**src/mpmc_pkg.sv**
```systemverilog
// Shared types and constants for the multi-pattern match counter.
`default_nettype none
package mpmc_pkg;

    localparam int WEIGHT_W = 10;
    localparam int COUNT_W  = 32;

    // Command codes carried on the input cmd field
    typedef enum logic [1:0] {
        CMD_GOTO = 2'd0,
        CMD_NODE = 2'd1,
        CMD_SCAN = 2'd2,
        CMD_NONE = 2'd3
    } t_cmd;

    // Scan sequencer states
    typedef enum logic [1:0] {
        ST_IDLE,
        ST_EDGE,
        ST_LINK,
        ST_WEIGHT
    } t_state;

    // Request from the sequencer to the count accumulator
    typedef struct packed {
        logic                add;
        logic [WEIGHT_W-1:0] weight;
        logic                last;
    } t_acc_req;

endpackage
`default_nettype wire

```
**src/mpmc_accum.sv**
```systemverilog
// Saturating match count accumulator and result output register.
`default_nettype none
module mpmc_accum (
    input  wire logic                           i_clk,
    input  wire logic                           i_rst_n,
    input  wire mpmc_pkg::t_acc_req             i_req,
    output logic                                o_out_free,
    output logic                                o_valid,
    input  wire logic                           i_ready,
    output logic [mpmc_pkg::COUNT_W-1:0]        o_match_count
);

    logic [mpmc_pkg::COUNT_W-1:0] r_count;
    logic [mpmc_pkg::COUNT_W-1:0] r_out;
    logic                         r_out_valid;
    logic [mpmc_pkg::COUNT_W:0]   w_sum;
    logic [mpmc_pkg::COUNT_W-1:0] w_sat;

    // add with clamp at all ones
    assign w_sum = {1'b0, r_count}
                 + {{(mpmc_pkg::COUNT_W + 1 - mpmc_pkg::WEIGHT_W){1'b0}}, i_req.weight};
    assign w_sat = w_sum[mpmc_pkg::COUNT_W] ? {mpmc_pkg::COUNT_W{1'b1}}
                                            : w_sum[mpmc_pkg::COUNT_W-1:0];

    assign o_out_free = !r_out_valid || i_ready;

    // running count
    always_ff @(posedge i_clk) begin
        if (!i_rst_n) begin
            r_count <= '0;
        end else if (i_req.add) begin
            r_count <= i_req.last ? '0 : w_sat;
        end
    end

    // output beat register
    always_ff @(posedge i_clk) begin
        if (!i_rst_n) begin
            r_out_valid <= 1'b0;
        end else if (i_req.add && i_req.last) begin
            r_out_valid <= 1'b1;
        end else if (i_ready) begin
            r_out_valid <= 1'b0;
        end
    end

    always_ff @(posedge i_clk) begin
        if (i_req.add && i_req.last) begin
            r_out <= w_sat;
        end
    end

    assign o_valid       = r_out_valid;
    assign o_match_count = r_out;

endmodule
`default_nettype wire
```
**config.mk**
```make
export PLATFORM = sky130hd
export DESIGN_NAME = mpmc_accum
export DESIGN_NICKNAME = d
export VERILOG_FILES = /design/src/mpmc_pkg.sv /design/src/mpmc_accum.sv
export SDC_FILE = /design/constraint.sdc
export NUM_CORES = 1
export LEC_CHECK = 0
export BUFFER_PORTS_ARGS = -buffer_cell sky130_fd_sc_hd__buf_2
export CORE_MARGIN = 1.5
export CORE_UTILIZATION = 28
export CTS_CLUSTER_DIAMETER = 150
export DETAILED_ROUTE_END_ITERATION = 6
export PLACE_DENSITY = 0.43
export SYNTH_ARGS = -nofsm -noshare
export SYNTH_HDL_FRONTEND = slang
export SYNTH_SLANG_ARGS = --single-unit
```
**constraint.sdc**
```tcl
create_clock -name i_clk -period 3.2 [get_ports i_clk]
set_input_delay 0.48 -clock i_clk [delete_from_list [all_inputs] [get_ports i_clk]]
set_output_delay 0.48 -clock i_clk [all_outputs]
set_load 0.01 [all_outputs]
```
==> results.toml <==
[clock_tree]
cts_tree = "yes"
holdBufCountCts = 0
cts_buffer_depth = 2
clk_latency_ns = 0.34
cts-root-buf = "clkbuf_16"
cts_resized = 0
post_cts_buffers = 0
cts.sinks = 65
clk_pin_slew_worst_paths_ns = 0.05
cts_buffers = 9
cts_max_level = 3

[route]
drcViolationCount = 0
drt-pass1-iter-count = 4
vias = 2968
first_iter_violations = 186
vias_per_cell = 4.99
drt.antenna.violating_nets = 0
wl_per_cell_um = 15.9
totalWireLength_um = 9490

[synth]
ys_seq_area_frac = 0.455
ys_ff_latch = 65
synth_area_mm2 = 0.00357
async_reset_ff_frac = 0
yosysWarningCount = 0
postSynthAreaPerCell_um2 = 9.62
synth-edff-count = 32
syn-num-nets = 397
synthCells = 371
synthFlopType = "dfxtp_1"
synth_cell_types = 62

[place]
place.gp.congestion = 0.782
port_buffers = 48
hpwl_um = 6640
post-place-ws_ns = 0.274

[critical_path]
crit_family = "compound AO/OA/AOI/OAI gates"
startpoint = "r_count[0]"
critPathLaunchType = "flip-flop"
r2r-start = "r_count[0]"
cp_num_buf_inv = 1
reg2regPathDepth = 9
cp_slowest_cell = "fa_1"
rrSetupSlack_ns = 0.57
crit_chain = "ha_1 > fa_1 > a21o_1 > a221oi_2 > o211a_1 > or4_4 > buf_12 > o21ai_0 > a22o_1"
critPathArrivalTime_ns = 2.86
crit_path_end_kind = "flip-flop"
r2r_end = "r_count[10]"
path_max_fanout = 18
worstSetupEndpoint = "r_count[10]"
cpPeakStageDelay_ns = 0.41
worst-setup-path-type = "flip-flop to flip-flop"
cp.required_ns = 3.43
path_depth = 9

[outcome]
status = "completed"

[floorplan]
num_rows = 41
fp.dieW_um = 116
core_region_area_mm2 = 0.0125
die_height_um = 116
dieArea_mm2 = 0.0134
start_util = 0.285
boundaryPins = 49

[timing]
slew_headroom = 0.437
tightest_slew_ns = 0.840
period_share = 0.822
fmax_mhz = 380
period_needed_ns = 2.63
timing.final.ws_setup_ns = 0.568
slew_violations = 0
grt_setup_unrepaired = "no"
hold_violations = 0
setup_tns_ns = 0
setup_viol = 0
finalClockSkew_ns = 0.00808

[power]
leakagePower_nw = 1.65
p_per_area_mw_per_mm2 = 494
vdd.ir_drop.worst_mv = 0.157
power_w = 0.00214

[global_routing]
grt_pass1_wl_um = 15100
grt_util_all_layers = 0.150
overflow = 0
antenna_found_initial = 0
grt_max_degree = 20
grt_pass1_vias = 2872

[hold_path]
hold_path_class = "input port to flip-flop"

[finish]
drive_above_1_share = 0.208
diodes = 0
area_growth_pct = 21.4
final_nets = 444
fillCellCount = 1305

[run]
cap_violations = 0
[logic make-up after synthesis]
logic type      count (synthesis)  synth area share
simple gates                  143             0.209
xor+xnor                       17            0.0417
mux                             5            0.0147
buf+inv                        33            0.0428
flops                          65             0.455
compound gates                 97             0.197
fa+ha+maj                      11            0.0407
[metal layers]
layer	up-vias	GRT usage	routed length (um)	share of wire
li1	1499	-	-	-
met1	1382	0.187	4440	0.47
met2	74	0.238	4380	0.46
met3	13	0.0413	487	0.051
met4	0	0.0748	170	0.018
met5	-	0	0	0
[cell usage in the layout, fill, tap and decap left out, types with 13 or more instances in the layout]
| cell | n |
|---|---|
| buf_2 | 48 |
| nand2_1 | 39 |
| dfxtp_1 | 33 |
| edfxtp_1 | 32 |
| nand3_1 | 20 |
| nor2_1 | 18 |
| a21oi_1 | 18 |
| o21ai_0 | 15 |
| nor3_1 | 13 |
[flip-flops by register name, summed over array words and instances (netlist names)]
| name | flops |
|---|---|
| o_match_count | 32 |
| o_valid | 1 |
| r_count | 32 |
[through the flow]
stage                     hold slack (ns)   util  cell area, um2  cells
after floorplan                     0.446      -            3570    371
after global placement              0.461  0.321            4020    579
after detailed placement            0.466  0.321            4020    579
after CTS                           0.426  0.346            4330    595
after global routing                0.446  0.346            4330    595
final                               0.443  0.346            4330    595
[layout make-up]
class                   count  area (um2)  area share
clock buffers              14         274      0.0633
clock inverters             2        35.0     0.00809
inverters                  10        37.5     0.00867
multi-input cells         273        1800       0.416
flip-flops and latches     65        1620       0.374
well taps                 172         215      0.0497
repair buffers             59         348      0.0803
[report_power, final]
| group | switching, W | leakage (nW) | internal (W) |
|---|---|---|---|
| sequential | 0.0000103 | 0.547 | 0.000908 |
| combinational | 0.000121 | 0.950 | 0.0000783 |
| clock | 0.000356 | 0.153 | 0.000666 |
[Yosys cell counts (6+ instances only)]
master	instances	area (um2)
nand2b_1	6	37.5
nand3_1	20	100
nor2_1	18	67.6
buf_2	11	55.1
clkbuf_1	10	37.5
nor3_1	13	65.1
xor2_1	8	70.1
dfxtp_1	33	661
and3_1	12	75.1
a31oi_1	7	43.8
nand4_1	8	50.1
a22o_1	12	105
inv_1	9	33.8
nand2_1	39	146
edfxtp_1	32	961
ha_1	10	125
o21ai_0	15	75.1
xnor2_1	9	78.8
and2_1	6	37.5
a21oi_1	18	90.1
[worst register-to-register path: stages, from the launching register on]
cell	delay, ns
dfxtp_1	0.31
ha_1	0.20
fa_1	0.41
a21o_1	0.22
a221oi_2	0.35
o211a_1	0.31
or4_4	0.23
buf_12	0.17
o21ai_0	0.10
a22o_1	0.23
[worst min-delay path by stage]
stage | startpoint | endpoint | cells past startpoint
global route | i_rst_n | o_valid | 2
finish | i_ready | o_valid | 3
detailed placement | r_count[2] | r_count[2] | 1
CTS | i_ready | o_valid | 3
floorplan | r_count[0] | r_count[0] | 1
global placement | r_count[5] | r_count[5] | 1
(Power assumes the default switching activity.)
